**config.mk**
```make
export PLATFORM = sky130hd
export DESIGN_NAME = xmodem_crc_block_receiver
export DESIGN_NICKNAME = d
export VERILOG_FILES = /design/src/design/xcrc_rx_pkg.sv /design/src/design/xcrc_rx_crc.sv /design/src/design/xmodem_crc_block_receiver.sv
export SDC_FILE = /design/constraint.sdc
export NUM_CORES = 1
export LEC_CHECK = 0
export ABC_CLOCK_PERIOD_IN_PS = 6000
export BUFFER_PORTS_ARGS = -buffer_cell sky130_fd_sc_hd__buf_2
export CAP_MARGIN = 20
export CORE_AREA = 10 10 290 362
export DETAILED_ROUTE_END_ITERATION = 7
export DIE_AREA = 0 0 300 372
export HOLD_SLACK_MARGIN = 0.12
export PLACE_DENSITY = 0.62
export SYNTH_ARGS = -nofsm -noshare
export SYNTH_HDL_FRONTEND = slang
export SYNTH_SLANG_ARGS = --single-unit
```
**constraint.sdc**
```tcl
create_clock -name clk -period 6 [get_ports clk]
set_input_delay 1.2 -clock clk [delete_from_list [all_inputs] [get_ports clk]]
set_output_delay 1.2 -clock clk [all_outputs]
set_load 0.005 [all_outputs]
```
**src/design/xcrc_rx_pkg.sv**
```systemverilog
// ----------------------------------------------------------------------------
// XMODEM-CRC receiver package
// Shared types, protocol bytes and sequencing codes for the block receiver.
// ----------------------------------------------------------------------------
`default_nettype none

package xcrc_rx_pkg;

  // Frame geometry.
  localparam int FRAME_BYTES = 128;
  localparam int FRAME_WORDS = FRAME_BYTES / 2;
  localparam int WORD_W      = $clog2(FRAME_WORDS);

  // Protocol bytes.
  localparam logic [7:0] B_SOH  = 8'h01;
  localparam logic [7:0] B_EOT  = 8'h04;
  localparam logic [7:0] B_ACK  = 8'h06;
  localparam logic [7:0] B_NAK  = 8'h15;
  localparam logic [7:0] B_C    = 8'h43;
  localparam logic [7:0] B_D    = 8'h64;
  localparam logic [7:0] B_O    = 8'h4F;
  localparam logic [7:0] B_K    = 8'h4B;
  localparam logic [7:0] B_CR   = 8'h0D;
  localparam logic [7:0] B_LF   = 8'h0A;

  // CRC-16 polynomial.
  localparam logic [15:0] CRC_POLY = 16'h1021;

  // Receiver phases.
  localparam logic [2:0] PH_WAIT_D  = 3'd0;
  localparam logic [2:0] PH_SEND_C  = 3'd1;
  localparam logic [2:0] PH_FRAME   = 3'd2;
  localparam logic [2:0] PH_BETWEEN = 3'd3;
  localparam logic [2:0] PH_DONE    = 3'd4;

  // Positions of bytes within a frame (after SOH).
  localparam logic [7:0] IDX_BLOCK      = 8'd0;
  localparam logic [7:0] IDX_COMPL      = 8'd1;
  localparam logic [7:0] IDX_DATA_FIRST = 8'd2;
  localparam logic [7:0] IDX_DATA_LAST  = 8'(FRAME_BYTES + 1);
  localparam logic [7:0] IDX_CRC_HI     = 8'(FRAME_BYTES + 2);

  // Entries of the reply message table.
  localparam logic [2:0] MSG_C   = 3'd0;
  localparam logic [2:0] MSG_NAK = 3'd1;
  localparam logic [2:0] MSG_ACK = 3'd2;
  localparam logic [2:0] MSG_O   = 3'd3;
  localparam logic [2:0] MSG_K   = 3'd4;
  localparam logic [2:0] MSG_CR  = 3'd5;
  localparam logic [2:0] MSG_LF  = 3'd6;

  // Configuration register indexes.
  localparam logic [1:0] CFG_TICKS   = 2'd0;
  localparam logic [1:0] CFG_TIMEOUT = 2'd1;
  localparam logic [1:0] CFG_LIMIT   = 2'd2;

  // Configuration reset values.
  localparam logic [7:0]  TICKS_RESET   = 8'd50;
  localparam logic [3:0]  TIMEOUT_RESET = 4'd3;
  localparam logic [15:0] LIMIT_RESET   = 16'h0C00;

  // One input transaction.
  typedef struct packed {
    logic       operation;
    logic [7:0] rx_byte;
    logic       rx_error;
  } rx_item_t;

  // One result transaction.
  typedef struct packed {
    logic        tx_valid;
    logic [7:0]  tx_byte;
    logic        write_valid;
    logic [15:0] write_address;
    logic [15:0] write_word;
    logic        page_first;
    logic        page_last;
    logic        run_app;
    logic        last;
  } result_t;

  // Commands to the CRC unit.
  typedef struct packed {
    logic       clear;
    logic       start;
    logic [7:0] data;
  } crc_ctl_t;

  // Byte sent for each reply message entry.
  function automatic logic [7:0] msg_byte(input logic [2:0] idx);
    logic [7:0] b;
    case (idx)
      MSG_C:   b = B_C;
      MSG_NAK: b = B_NAK;
      MSG_ACK: b = B_ACK;
      MSG_O:   b = B_O;
      MSG_K:   b = B_K;
      MSG_CR:  b = B_CR;
      MSG_LF:  b = B_LF;
      default: b = 8'h00;
    endcase
    return b;
  endfunction

endpackage

`default_nettype wire

```
**src/design/xcrc_rx_crc.sv**
```systemverilog
// ----------------------------------------------------------------------------
// XMODEM-CRC bit-serial CRC unit
// Folds one byte into the running CRC-16, one polynomial step per cycle.
// ----------------------------------------------------------------------------
`default_nettype none

module xcrc_rx_crc
  import xcrc_rx_pkg::*;
(
  input  wire logic        clk,
  input  wire logic        rst,
  input  wire crc_ctl_t    ctl,
  output logic [15:0]      crc,
  output logic             busy
);

  logic [3:0] count;

  // The byte is XORed into the top half, then eight shift steps follow.
  always_ff @(posedge clk) begin
    if (rst) begin
      crc   <= 16'h0000;
      count <= 4'd0;
    end else if (ctl.clear) begin
      crc   <= 16'h0000;
      count <= 4'd0;
    end else if (ctl.start) begin
      crc   <= crc ^ {ctl.data, 8'h00};
      count <= 4'd8;
    end else if (count != 4'd0) begin
      if (crc[15]) begin
        crc <= {crc[14:0], 1'b0} ^ CRC_POLY;
      end else begin
        crc <= {crc[14:0], 1'b0};
      end
      count <= count - 4'd1;
    end
  end

  assign busy = (count != 4'd0);

endmodule

`default_nettype wire

```
**src/design/xmodem_crc_block_receiver.sv**
```systemverilog
// A tick or control byte is decoded in S_IDLE; a frame data byte then waits in S_CRC
// until the bit-serial CRC unit (one polynomial step per cycle) is done with it.
// Replies stream one result per cycle while out_stall is low; a stored frame emits
// 64 flash words, each through S_READ for the registered buffer read, then S_WRITE.
// Reset is synchronous and active high; the frame buffer is not cleared.
// ----------------------------------------------------------------------------
// XMODEM-CRC block receiver
// Bootloader receive side: handshake, frame reception, checks and flash output.
// ----------------------------------------------------------------------------
`default_nettype none

module xmodem_crc_block_receiver
  import xcrc_rx_pkg::*;
#(
  parameter int PAGE_BYTES = 64
) (
  input  wire logic        clk,
  input  wire logic        rst,
  // Input channel.
  input  wire logic        in_valid,
  output logic             in_stall,
  input  wire rx_item_t    in_data,
  // Result channel.
  output logic             out_valid,
  input  wire logic        out_stall,
  output result_t          out_data,
  // Configuration channel.
  input  wire logic        cfg_valid,
  output logic             cfg_ready,
  input  wire logic [1:0]  cfg_index,
  input  wire logic [15:0] cfg_data
);

  localparam int PW = $clog2(PAGE_BYTES + 2);

  // Sequencer codes.
  localparam logic [2:0] S_IDLE  = 3'd0;
  localparam logic [2:0] S_CRC   = 3'd1;
  localparam logic [2:0] S_MSG   = 3'd2;
  localparam logic [2:0] S_READ  = 3'd3;
  localparam logic [2:0] S_WRITE = 3'd4;

  logic [2:0]        state;
  logic [2:0]        phase;
  logic [7:0]        tick_count;
  logic [3:0]        seconds_waited;
  logic [7:0]        expected_block;
  logic              header_good;
  logic [7:0]        byte_index;
  logic [7:0]        received_hi;
  logic [15:0]       flash_address;
  logic [7:0]        ticks_per_second;
  logic [3:0]        startup_timeout_seconds;
  logic [15:0]       flash_limit;
  logic [2:0]        msg_idx;
  logic [2:0]        msg_end;
  logic [WORD_W-1:0] word_idx;
  logic [PW-1:0]     page_off;

  // Frame buffer split into even and odd bytes so a word reads in one access.
  logic [7:0]        buf_even [FRAME_WORDS];
  logic [7:0]        buf_odd  [FRAME_WORDS];
  logic [7:0]        rd_even;
  logic [7:0]        rd_odd;

  crc_ctl_t          crc_ctl;
  logic [15:0]       crc_value;
  logic              crc_busy;

  logic              accept;
  logic              byte_ok;
  logic [6:0]        data_off;
  logic              is_data;
  logic              can_load;
  logic              out_load;
  logic [7:0]        tick_next;
  logic              second;
  logic [4:0]        seconds_next;
  logic              frame_good;
  logic              word_final;
  logic [PW-1:0]     page_off_step;
  logic [15:0]       word_address;
  result_t           msg_result;
  result_t           word_result;

  assign accept    = in_valid && !in_stall;
  assign in_stall  = (state != S_IDLE);
  assign cfg_ready = 1'b1;
  assign can_load  = !out_valid || !out_stall;
  assign out_load  = ((state == S_MSG) || (state == S_WRITE)) && can_load;

  assign byte_ok   = !in_data.operation && !in_data.rx_error;
  assign is_data   = byte_index inside {[IDX_DATA_FIRST:IDX_DATA_LAST]};
  assign data_off  = 7'(byte_index - IDX_DATA_FIRST);

  assign tick_next    = tick_count + 8'd1;
  assign second       = (tick_next >= ticks_per_second);
  assign seconds_next = {1'b0, seconds_waited} + 5'd1;
  assign frame_good   = header_good && (crc_value == {received_hi, in_data.rx_byte});

  assign word_final    = (word_idx == WORD_W'(FRAME_WORDS - 1));
  assign page_off_step = page_off + PW'(2);
  assign word_address  = flash_address + {{(15 - WORD_W){1'b0}}, word_idx, 1'b0};

  // Commands for the CRC unit, decoded from the accepted transaction.
  always_comb begin
    crc_ctl.clear = accept && byte_ok && in_data.rx_byte == B_SOH &&
                    (phase == PH_SEND_C || phase == PH_BETWEEN);
    crc_ctl.start = accept && byte_ok && phase == PH_FRAME && is_data;
    crc_ctl.data  = in_data.rx_byte;
  end

  xcrc_rx_crc u_crc (
    .clk  (clk),
    .rst  (rst),
    .ctl  (crc_ctl),
    .crc  (crc_value),
    .busy (crc_busy)
  );

  // Reply byte from the message table.
  always_comb begin
    msg_result          = '0;
    msg_result.tx_valid = 1'b1;
    msg_result.tx_byte  = msg_byte(msg_idx);
    msg_result.run_app  = (msg_idx == MSG_LF);
    msg_result.last     = (msg_idx == msg_end);
  end

  // Flash word at the current read position; the ACK rides on the final one.
  always_comb begin
    word_result               = '0;
    word_result.tx_valid      = word_final;
    word_result.tx_byte       = word_final ? B_ACK : 8'h00;
    word_result.write_valid   = 1'b1;
    word_result.write_address = word_address;
    word_result.write_word    = {rd_odd, rd_even};
    word_result.page_first    = (page_off == '0);
    word_result.page_last     = word_final || (page_off_step == PW'(PAGE_BYTES));
    word_result.run_app       = 1'b0;
    word_result.last          = word_final;
  end

  // Frame buffer write on data bytes, registered read at the current word.
  always_ff @(posedge clk) begin
    if (crc_ctl.start) begin
      if (data_off[0]) begin
        buf_odd[data_off[6:1]] <= in_data.rx_byte;
      end else begin
        buf_even[data_off[6:1]] <= in_data.rx_byte;
      end
    end
    rd_even <= buf_even[word_idx];
    rd_odd  <= buf_odd[word_idx];
  end

  // Configuration registers.
  always_ff @(posedge clk) begin
    if (rst) begin
      ticks_per_second        <= TICKS_RESET;
      startup_timeout_seconds <= TIMEOUT_RESET;
      flash_limit             <= LIMIT_RESET;
    end else if (cfg_valid && cfg_ready) begin
      case (cfg_index)
        CFG_TICKS:   ticks_per_second        <= cfg_data[7:0];
        CFG_TIMEOUT: startup_timeout_seconds <= cfg_data[3:0];
        CFG_LIMIT:   flash_limit             <= cfg_data;
        default:     ;
      endcase
    end
  end

  // Protocol state, sequencer and result register.
  always_ff @(posedge clk) begin
    if (rst) begin
      state          <= S_IDLE;
      phase          <= PH_WAIT_D;
      tick_count     <= 8'd0;
      seconds_waited <= 4'd0;
      expected_block <= 8'd1;
      header_good    <= 1'b0;
      byte_index     <= 8'd0;
      received_hi    <= 8'd0;
      flash_address  <= 16'd0;
      msg_idx        <= MSG_C;
      msg_end        <= MSG_C;
      word_idx       <= '0;
      page_off       <= '0;
      out_valid      <= 1'b0;
    end else begin
      // The result register loads a new transaction or empties once taken.
      if (out_load) begin
        out_valid <= 1'b1;
      end else if (!out_stall) begin
        out_valid <= 1'b0;
      end

      case (state)
        // Decode one accepted transaction.
        S_IDLE: begin
          if (accept && phase <= PH_BETWEEN) begin
            if (in_data.operation) begin
              tick_count <= second ? 8'd0 : tick_next;
              if (second && phase == PH_WAIT_D) begin
                if (seconds_next >= {1'b0, startup_timeout_seconds}) begin
                  seconds_waited <= 4'd0;
                  phase          <= PH_DONE;
                  msg_idx        <= MSG_O;
                  msg_end        <= MSG_LF;
                  state          <= S_MSG;
                end else begin
                  seconds_waited <= seconds_next[3:0];
                end
              end else if (second && phase == PH_SEND_C) begin
                msg_idx <= MSG_C;
                msg_end <= MSG_C;
                state   <= S_MSG;
              end
            end else if (!in_data.rx_error) begin
              case (phase)
                PH_WAIT_D: begin
                  if (in_data.rx_byte == B_D) begin
                    phase <= PH_SEND_C;
                  end
                end
                PH_FRAME: begin
                  byte_index <= (byte_index > IDX_CRC_HI) ? 8'd0 : byte_index + 8'd1;
                  if (byte_index == IDX_BLOCK) begin
                    header_good <= (in_data.rx_byte == expected_block);
                  end else if (byte_index == IDX_COMPL) begin
                    header_good <= header_good && (in_data.rx_byte == ~expected_block);
                  end else if (is_data) begin
                    state <= S_CRC;
                  end else if (byte_index == IDX_CRC_HI) begin
                    received_hi <= in_data.rx_byte;
                  end else begin
                    // Last CRC byte: check the frame and answer it.
                    phase <= PH_BETWEEN;
                    if (!frame_good) begin
                      msg_idx <= MSG_NAK;
                      msg_end <= MSG_NAK;
                      state   <= S_MSG;
                    end else begin
                      expected_block <= expected_block + 8'd1;
                      if (flash_address < flash_limit) begin
                        word_idx <= '0;
                        page_off <= '0;
                        state    <= S_READ;
                      end else begin
                        msg_idx <= MSG_ACK;
                        msg_end <= MSG_ACK;
                        state   <= S_MSG;
                      end
                    end
                  end
                end
                default: begin
                  // Waiting for the first frame or between frames.
                  if (in_data.rx_byte == B_SOH) begin
                    phase       <= PH_FRAME;
                    byte_index  <= 8'd0;
                    header_good <= 1'b0;
                    received_hi <= 8'd0;
                  end else if (in_data.rx_byte == B_EOT && phase == PH_BETWEEN) begin
                    phase   <= PH_DONE;
                    msg_idx <= MSG_ACK;
                    msg_end <= MSG_LF;
                    state   <= S_MSG;
                  end
                end
              endcase
            end
          end
        end

        // Wait for the CRC unit to fold in the data byte.
        S_CRC: begin
          if (!crc_busy) begin
            state <= S_IDLE;
          end
        end

        // Stream reply bytes from the message table.
        S_MSG: begin
          if (can_load) begin
            out_data <= msg_result;
            if (msg_idx == msg_end) begin
              state <= S_IDLE;
            end else begin
              msg_idx <= msg_idx + 3'd1;
            end
          end
        end

        // Wait for the registered frame buffer read.
        S_READ: begin
          state <= S_WRITE;
        end

        // Emit one flash word.
        S_WRITE: begin
          if (can_load) begin
            out_data <= word_result;
            if (page_off_step >= PW'(PAGE_BYTES)) begin
              page_off <= page_off_step - PW'(PAGE_BYTES);
            end else begin
              page_off <= page_off_step;
            end
            if (word_final) begin
              flash_address <= flash_address + 16'(FRAME_BYTES);
              state         <= S_IDLE;
            end else begin
              word_idx <= word_idx + WORD_W'(1);
              state    <= S_READ;
            end
          end
        end

        default: begin
          state <= S_IDLE;
        end
      endcase
    end
  end

endmodule

`default_nettype wire
```
==> results.txt, run 1 <==
The floorplan step set the die width to 300 µm. The depth of the CTS H-tree is 3. The clock tree root buffer cell is clkbuf_16.

By area the synthesized netlist is led by edfxtp_1 66%, mux4_2 13%, dfxtp_1 5.6%, nor2_1 1.8%, mux2i_1 1.3%. The total global routing track utilization came out at a little over a fifth. Setup repair after global routing left no endpoint under its margin. The clock tree from TritonCTS is yes.

The post-synthesis instance area came out at 48400 µm². In this run, CTS created clock tree buffers numbering approximately 110. The count of buffers added on input and output ports is just under 80. The worst setup path category is register to register. The buffers plus inverters on the worst setup path is 1. Post-CTS repair changed the size of 0 cells. In the synthesized netlist the async set-or-reset flop fraction comes to 0%. Counting instances in the post-synthesis netlist gives the leading cell types as 1067 x edfxtp_1, 288 x mux4_2, 227 x nor2_1. The most common cell in the netlist is edfxtp_1. The count of cell types in the netlist came out at between 70 and 80. Of the cells placed in the final design, the portion with a size suffix greater than 1 is 21.9%. The total clock sinks came out at between 1000 and 1500. Walking the worst path, the cells encountered are inv_1, ha_1, or2_2, nand3_1, a21bo_2, or2_1, nor2_2, nand2_1, nor2_1.

The first-pass iteration count of the detailed router is 5. In this run the worst path has a maximum fanout of 21. The number of cell rows is 129. The worst slew margin relative to its limit is a little over a fifth. The clock skew is 0.0230 ns. The classification of the worst-slack hold path is register to register. The total count of max-transition violations in the final report came to 0. The maximum ir drop on the vdd rail is about 0.23 mV. The count of buffers added by post-CTS timing repair for setup came out at 0.

The setup check on the worst reg-to-reg path leaves a slack of between 1.5 and 2 ns. The largest total area in the synthesized netlist belongs to edfxtp_1. The pin count of the biggest net entering global routing is ~120. The half-perimeter wire length after placement is 75.8 mm. The final antenna-violating net count came out at 0. In the synthesized netlist the dominant register cell turns out to be edfxtp_1.

The kind of capture point of the worst setup path is a register. The per-cell via count in the routed design came out at just over 6. The portion of synthesized cell area occupied by the leading cell type came out at between 60% and 70%. The first-pass GRT wire length is 177 mm. The max-capacitance violation count came out at 0. Routability-driven placement finished with a final weighted congestion of slightly below 0.9. The mean routed wirelength per cell came out at 28.5 µm.

On the worst path, the slowest cell contributes a delay of between 0.8 and 0.9 ns. The layout overhead on the synthesized area came out at 11.3%. The effective utilization at floorplan came out at 49.4%. The critical path arrival came out at roughly 4.6 ns. The total negative slack for setup checks is 0 ns. The number of global-route vias before repair came out at ~26000. Setup violations remaining at the end of the flow were counted as 0.

The upper clock frequency limit is 234 MHz. The instance count of the mapped netlist is approximately 2700. Summed over all layers, the global routing overflow is 0.

In this run the deepest clock path goes through 3 buffers. The total of flip-flops plus latches after synthesis came out at between 1000 and 1500. Broken down by cell family, the worst path's largest delay share belongs to simple AND/OR/NAND/NOR gates. The worst path uses between 70% and 80% of the clock period. The die covers between 100000 and 150000 µm². The post-route cell area is roughly 54000 µm².

The count of routing violations after the opening detailed-route iteration is 2636. Yosys mapped a number of flops with a built-in enable equal to between 1000 and 1500. The number of antenna violations at the first check in global routing came out at 5. STA classifies the critical path startpoint as a register.

In the routed design, unresolved DRC markers number 0. The die is around 370 µm tall. The run finished with clean final reports.

The wire length after detailed routing is around 120 mm. The total I/O pin count came out at 82. The total of warnings raised by yosys came out at 0. After clock tree synthesis, the clock-pin slew on the worst setup and hold paths is around 0.060 ns. The sequential element share of the synthesized area came out at 71.7%. The final hold violation count came out at 0. The final critical path time including I/O delays and setup is 4.27 ns. For this design, the slowest cell found on the critical path is nor2_2. The actual transition at the worst max-transition pin came out at around 1.2 ns. The endpoint required time on the critical path came out at 6.31 ns. The clock latency on the worst-skew pair is 0.70 ns. The post-synthesis area per instance came out at 17.8 µm². The via count came out at between 20000 and 30000. The leakage power total came out at roughly 17 nW. The total power per unit cell area is ~310 nW/µm².

Buffers inserted to repair hold after CTS numbered 0. The placed standard-cell area came out at 50200 µm². The core region area is a little under 100000 µm². The number of nets in the layout came out at 2874.
## power breakdown
group          total [mW]  switching [mW]  internal [mW]
clock                7.11            3.09           4.02
sequential           9.16          0.0285           9.13
combinational       0.487           0.362          0.125
## per-stage QoR
step	total power, mW	hold slack, ns	setup slack, ns	utilization [%]	instances
after floorplan	9.57	0.436	0.936	-	2720
after global placement	9.82	0.444	1.41	51.2	3997
after detailed placement	9.83	0.447	1.36	51.2	3997
after CTS	16.9	0.455	1.75	54.9	4204
after global routing	17.3	0.473	1.45	54.9	4204
final	16.8	0.453	1.73	55.0	4205
## area by class of cell
class | instances | area [µm²]
flip-flops and latches | 1202 | 34800
clock buffers | 133 | 2930
diodes | 1 | 2.50
clock inverters | 74 | 748
fillers | 7546 | 44200
inverters | 41 | 154
repair buffers | 116 | 763
well taps | 1310 | 1640
multi-input cells | 1328 | 12900
## sequential cells by signal, summed over array words and instances (netlist names)
name and count:
rd_odd 8, startup_timeout_seconds 4, byte_index 8, received_hi 8, phase 3, flash_address 9, tick_count 8, expected_block 8
rd_even 8, state 3, page_off 6, msg_end 3, word_idx 6, seconds_waited 4, out_data 43, u_crc.crc 16
u_crc.count 4, buf_odd 512, msg_idx 3, ticks_per_second 8, out_valid 1, buf_even 512, header_good 1, flash_limit 16
## kinds of logic (layout without fill, tap and decap cells)
kind of cell | count (synthesis) | in the layout | share of synthesized area [%]
DFF | 1202 | 1202 | 71.7
and+or+nand+nor | 564 | 564 | 5.72
muxes | 368 | 368 | 15.1
AOI/OAI and AO/OA | 295 | 295 | 3.73
buffers and inverters | 190 | 364 | 1.67
xor gates and xnor gates | 57 | 57 | 1.03
adders and majority gates | 40 | 40 | 1.03
other | 2 | 5 | 0.0155
## cell usage in the layout (no fill, tap or decap), types with 8 or more instances in the layout
| cell type | n |
|---|---|
| nor3b_1 | 13 |
| dfxtp_1 | 131 |
| xnor2_1 | 32 |
| ha_1 | 40 |
| a21oi_1 | 113 |
| a31oi_1 | 10 |
| and3_1 | 11 |
| nand3b_1 | 8 |
| mux2i_1 | 62 |
| buf_2 | 68 |
| clkbuf_1 | 17 |
| clkinv_4 | 8 |
| nor2b_1 | 10 |
| xor2_1 | 25 |
| clkbuf_16 | 113 |
| a211oi_1 | 12 |
| clkinvlp_4 | 11 |
| nand2_1 | 101 |
| or3_1 | 9 |
| edfxtp_1 | 1067 |
| bufinv_16 | 12 |
| buf_4 | 43 |
| a22oi_1 | 21 |
| clkinv_2 | 24 |
| and2_1 | 39 |
| nand3_1 | 37 |
| nand4_1 | 24 |
| clkinv_1 | 14 |
| a221oi_1 | 16 |
| inv_1 | 40 |
| mux4_2 | 288 |
| o21ai_0 | 70 |
| nand2_2 | 10 |
| mux2_2 | 16 |
| nor2_1 | 227 |
| nor3_1 | 19 |
| nand2b_1 | 19 |
## worst paths after layout
path	start	to	cells past startpoint
max	byte_index[1]$_SDFFE_PP0P_	buf_even[14][7]$_DFFE_PP_	9
min	flash_limit[2]$_SDFFE_PP0P_	flash_limit[2]$_SDFFE_PP0P_	2
min reg2reg	flash_limit[2]$_SDFFE_PP0P_	flash_limit[2]$_SDFFE_PP0P_	2
max reg2reg	byte_index[1]$_SDFFE_PP0P_	buf_even[14][7]$_DFFE_PP_	9
## routing by layer
metal	up-vias	global-route usage, %	share of wire [%]	routed length (µm)
met5	-	0	0.023	27
met4	4	8.01	3.5	4170
met3	220	3.44	7.1	8480
met2	1122	35.4	49	59100
met1	13317	28.3	40	48100
li1	10984	-	-	-
## worst register-to-register path, cell delays in order (launching register included)
cell,delay (ns)
dfxtp_1,0.45
inv_1,0.22
ha_1,0.21
or2_2,0.14
nand3_1,0.08
a21bo_2,0.27
or2_1,0.55
nor2_2,0.83
nand2_1,0.50
nor2_1,0.66
No activity file was read; power rests on OpenSTA's default activity.
==> run 2, diff against run 1 <==
--- a/config.mk
+++ b/config.mk
@@ -5,14 +5,14 @@
 export SDC_FILE = /design/constraint.sdc
 export NUM_CORES = 1
 export LEC_CHECK = 0
-export ABC_CLOCK_PERIOD_IN_PS = 6000
+export ABC_CLOCK_PERIOD_IN_PS = 3800
 export BUFFER_PORTS_ARGS = -buffer_cell sky130_fd_sc_hd__buf_2
 export CAP_MARGIN = 20
 export CORE_AREA = 10 10 290 362
 export DETAILED_ROUTE_END_ITERATION = 7
 export DIE_AREA = 0 0 300 372
 export HOLD_SLACK_MARGIN = 0.12
-export PLACE_DENSITY = 0.62
+export PLACE_DENSITY = 0.65
 export SYNTH_ARGS = -nofsm -noshare
 export SYNTH_HDL_FRONTEND = slang
 export SYNTH_SLANG_ARGS = --single-unit
==> constraint.sdc (replaced) <==
create_clock -name clk -period 3.8 [get_ports clk]
set_input_delay 0.76 -clock clk [delete_from_list [all_inputs] [get_ports clk]]
set_output_delay 0.76 -clock clk [all_outputs]
set_load 0.005 [all_outputs]
==> run 2 against run 1 <==
Compared with the run above: clock power is 60% higher; sequential power is 58% higher; largest power group unchanged; critical endpoint is now msg_idx[1]$_SDFFE_PP0P_; maximum frequency is 27% higher; die area stayed put; cell count is 4.0% higher; setup slack worse by 1.3 ns; count of clock-buffer cells in the layout is 5 higher.
==> results.txt, run 2 (synthesis gave the netlist of run 1 again) <==
The final antenna-violating net count is 0. The area used by multi-input combinational logic is around 13000 µm². The mean routed wirelength per cell came out at 25.9 µm. The root buffer cell chosen for the clock tree is clkbuf_16. During placement, the flow inserted port buffers numbering 77. Dividing the final minimum period by the clock period gives around nine tenths.

The upper clock frequency limit came out at around 300 MHz. The clock tree from TritonCTS is yes. The half-perimeter wire length after placement came out at a little over 70 mm. The total I/O pin count is roughly 80. The number of antenna violations at the first check in global routing is 5. The critical path arrival is a little under 4 ns.

The fill cell instance count of the final layout came out at around 7500. The global placer's final weighted congestion is roughly 0.83. On the worst path, the slowest cell contributes a delay of 0.46 ns. The region available for standard cell placement spans ~100000 µm². In this run the worst setup path begins at tick_count[2]$_SDFFE_PP0P_. Summed over all layers, the routed wires come to about 110 mm. Setup repair after global routing left no endpoint under its margin. The clock transition at the register clock pins on the worst setup and hold paths after CTS came out at about 0.060 ns. The total of hold buffers inserted after clock tree synthesis is 0. In the layout the commonest cells are 1067 x edfxtp_1, 288 x mux4_2, 227 x nor2_1. At the worst endpoint, the required time is 4.33 ns. The pin count of the biggest net entering global routing is 113.

The worst setup path category is register to register. 0 antenna diodes ended up in the layout. The number of buffers created by CTS came out at between 100 and 150. The most common library cell in the layout ignoring fill and taps is edfxtp_1.

The worst slew margin relative to its limit is between 20% and 30%. The final layout contains about 3000 nets. The layout overhead on the synthesized area came out at 14.3%. The largest buffer count on any clock path came out at 3. The instance count after placement with tap cells included came out at approximately 4200. The first-pass GRT wire length is 171 mm. VDD sags by at most 0.356 mV.

On the critical path the largest part of the delay comes from compound AO/OA/AOI/OAI gates. The final critical path time including I/O delays and setup is around 3.4 ns. The final cell count without fillers is approximately 4400. The total power per unit cell area is approximately 480 nW/µm². The leakage power total came out at 17.7 nW. The clock latency on the worst-skew pair is about 0.7 ns. Registers take roughly 35000 µm².

The critical hold path startpoint is cfg_data[11]. The first-pass iteration count of the detailed router is 5. The number of global-route vias before repair is between 20000 and 30000. The via count is 25740. The total negative slack for setup checks is 0 ns. The count of buffers added by post-CTS timing repair for setup came out at 0. The total count of max-transition violations in the final report came out at 0.

Walking the worst path, the cells encountered are and3_1, and3_1, nand3_1, xnor2_1, ha_1, nand4_1, o311a_1, o31a_1, o31a_1, a2111oi_0, a211oi_1. Cells with a size suffix above 1 make up around a quarter of the layout. The worst-path maximum fanout is 6. The die outline width is around 300 µm. The per-cell via count in the routed design came out at slightly below 6.

The total global routing track utilization is approximately 20%. The floorplan has ~130 rows. The number of gates resized after CTS came out at 0.

The die is 372 µm tall. The standard cell with the maximum stage delay on the critical path is o311a_1. The area of the die is 112000 µm². The remaining global-route overflow is 0.

The flow ran to the end, and the final reports show no timing, DRC or antenna violations. The worst register-to-register path begins at tick_count[2]$_SDFFE_PP0P_. Across the routed clock network, the largest skew measured is around 0.032 ns.

The total clock sinks came out at approximately 1200. Hold is met by 0.296 ns. The effective utilization at floorplan came out at 49.4%. Counting both buffers and inverters, the worst setup path holds a total of 0. In the routed design, unresolved DRC markers number 0. Setup violations remaining at the end of the flow were counted as 0. STA classifies the critical path startpoint as a register. The max-capacitance violation count is 0. The path class of the tightest hold or removal check is input port to register. The final hold violation count is 0. In this run, the number of DRC markers left after iteration 0 of detailed routing was 2462. The worst setup path is captured at a register. At the pin with the least slew margin, the transition time is 1.09 ns. The depth of the CTS H-tree came out at 3.
-- run 2: changes by cell type in the layout (fill, tap and decap cells not counted), sizes merged --
cell | before | now
buf | 116 | 290
clkbuf | 133 | 138
clkinv | 48 | 43
clkinvlp | 12 | 7
bufinv | 12 | 13
diode | 1 | 0
inv | 43 | 44
-- run 2: per-layer routing --
| layer | share of wire [%] | global-route usage [%] | up-vias | wire length [µm] |
|---|---|---|---|---|
| met1 | 40 | 25.9 | 13355 | 45100 |
| li1 | - | - | 11318 | - |
| met2 | 51 | 35.3 | 876 | 58200 |
| met4 | 3.3 | 7.43 | 8 | 3710 |
| met3 | 5.7 | 2.89 | 183 | 6480 |
| met5 | 0.043 | 0 | - | 49 |
-- run 2: worst register-to-register path, delay by kind of cell (launching register included) --
family	cells	cell delay [ns]
AOI/OAI and AO/OA	5	1.59
xor gates and xnor gates	1	0.17
adders and majority gates	1	0.31
DFF	1	0.39
and+or+nand+nor	4	0.75
-- run 2: cell type report --
| type | instances | area share, % |
|---|---|---|
| Sequential cell | 1202 | 62.8 |
| Multi-Input combinational cell | 1328 | 23.3 |
| Clock buffer | 138 | 5.40 |
| Timing Repair Buffer | 290 | 3.91 |
| Tap cell | 1310 | 2.96 |
| Clock inverter | 66 | 1.36 |
| Inverter | 41 | 0.278 |
-- run 2: worst paths after layout --
kind / end / slack [ns] / cells past startpoint
worst max-delay path: msg_idx[1]$_SDFFE_PP0P_ / 0.45 / 11
worst min-delay path: flash_limit[11]$_SDFFE_PP1P_ / 0.30 / 2
worst max register to register: msg_idx[1]$_SDFFE_PP0P_ / 0.45 / 11
worst min register to register: flash_limit[13]$_SDFFE_PP0P_ / 0.46 / 2
-- run 2: report_power, final --
group / switching [mW] / leakage [nW] / total, mW / internal, mW
registers: 0.0447 / 10.7 / 14.5 / 14.4
clock network: 4.86 / 1.83 / 11.4 / 6.49
logic: 0.527 / 5.13 / 0.726 / 0.199
total: 5.43 / 17.7 / 26.5 / 21.1
-- run 2: through the flow --
stage | area [µm²] | setup slack, ns | utilization [%] | total power, mW
4_1_cts | 55400 | 0.456 | 56.4 | 26.7
3_3_place_gp | 51600 | 0.494 | 52.6 | 15.4
5_1_grt | 55400 | 0.197 | 56.4 | 27.3
2_1_floorplan | 48500 | 0.484 | - | 15.1
3_5_place_dp | 51600 | 0.469 | 52.6 | 15.5
6_report | 55400 | 0.446 | 56.4 | 26.5
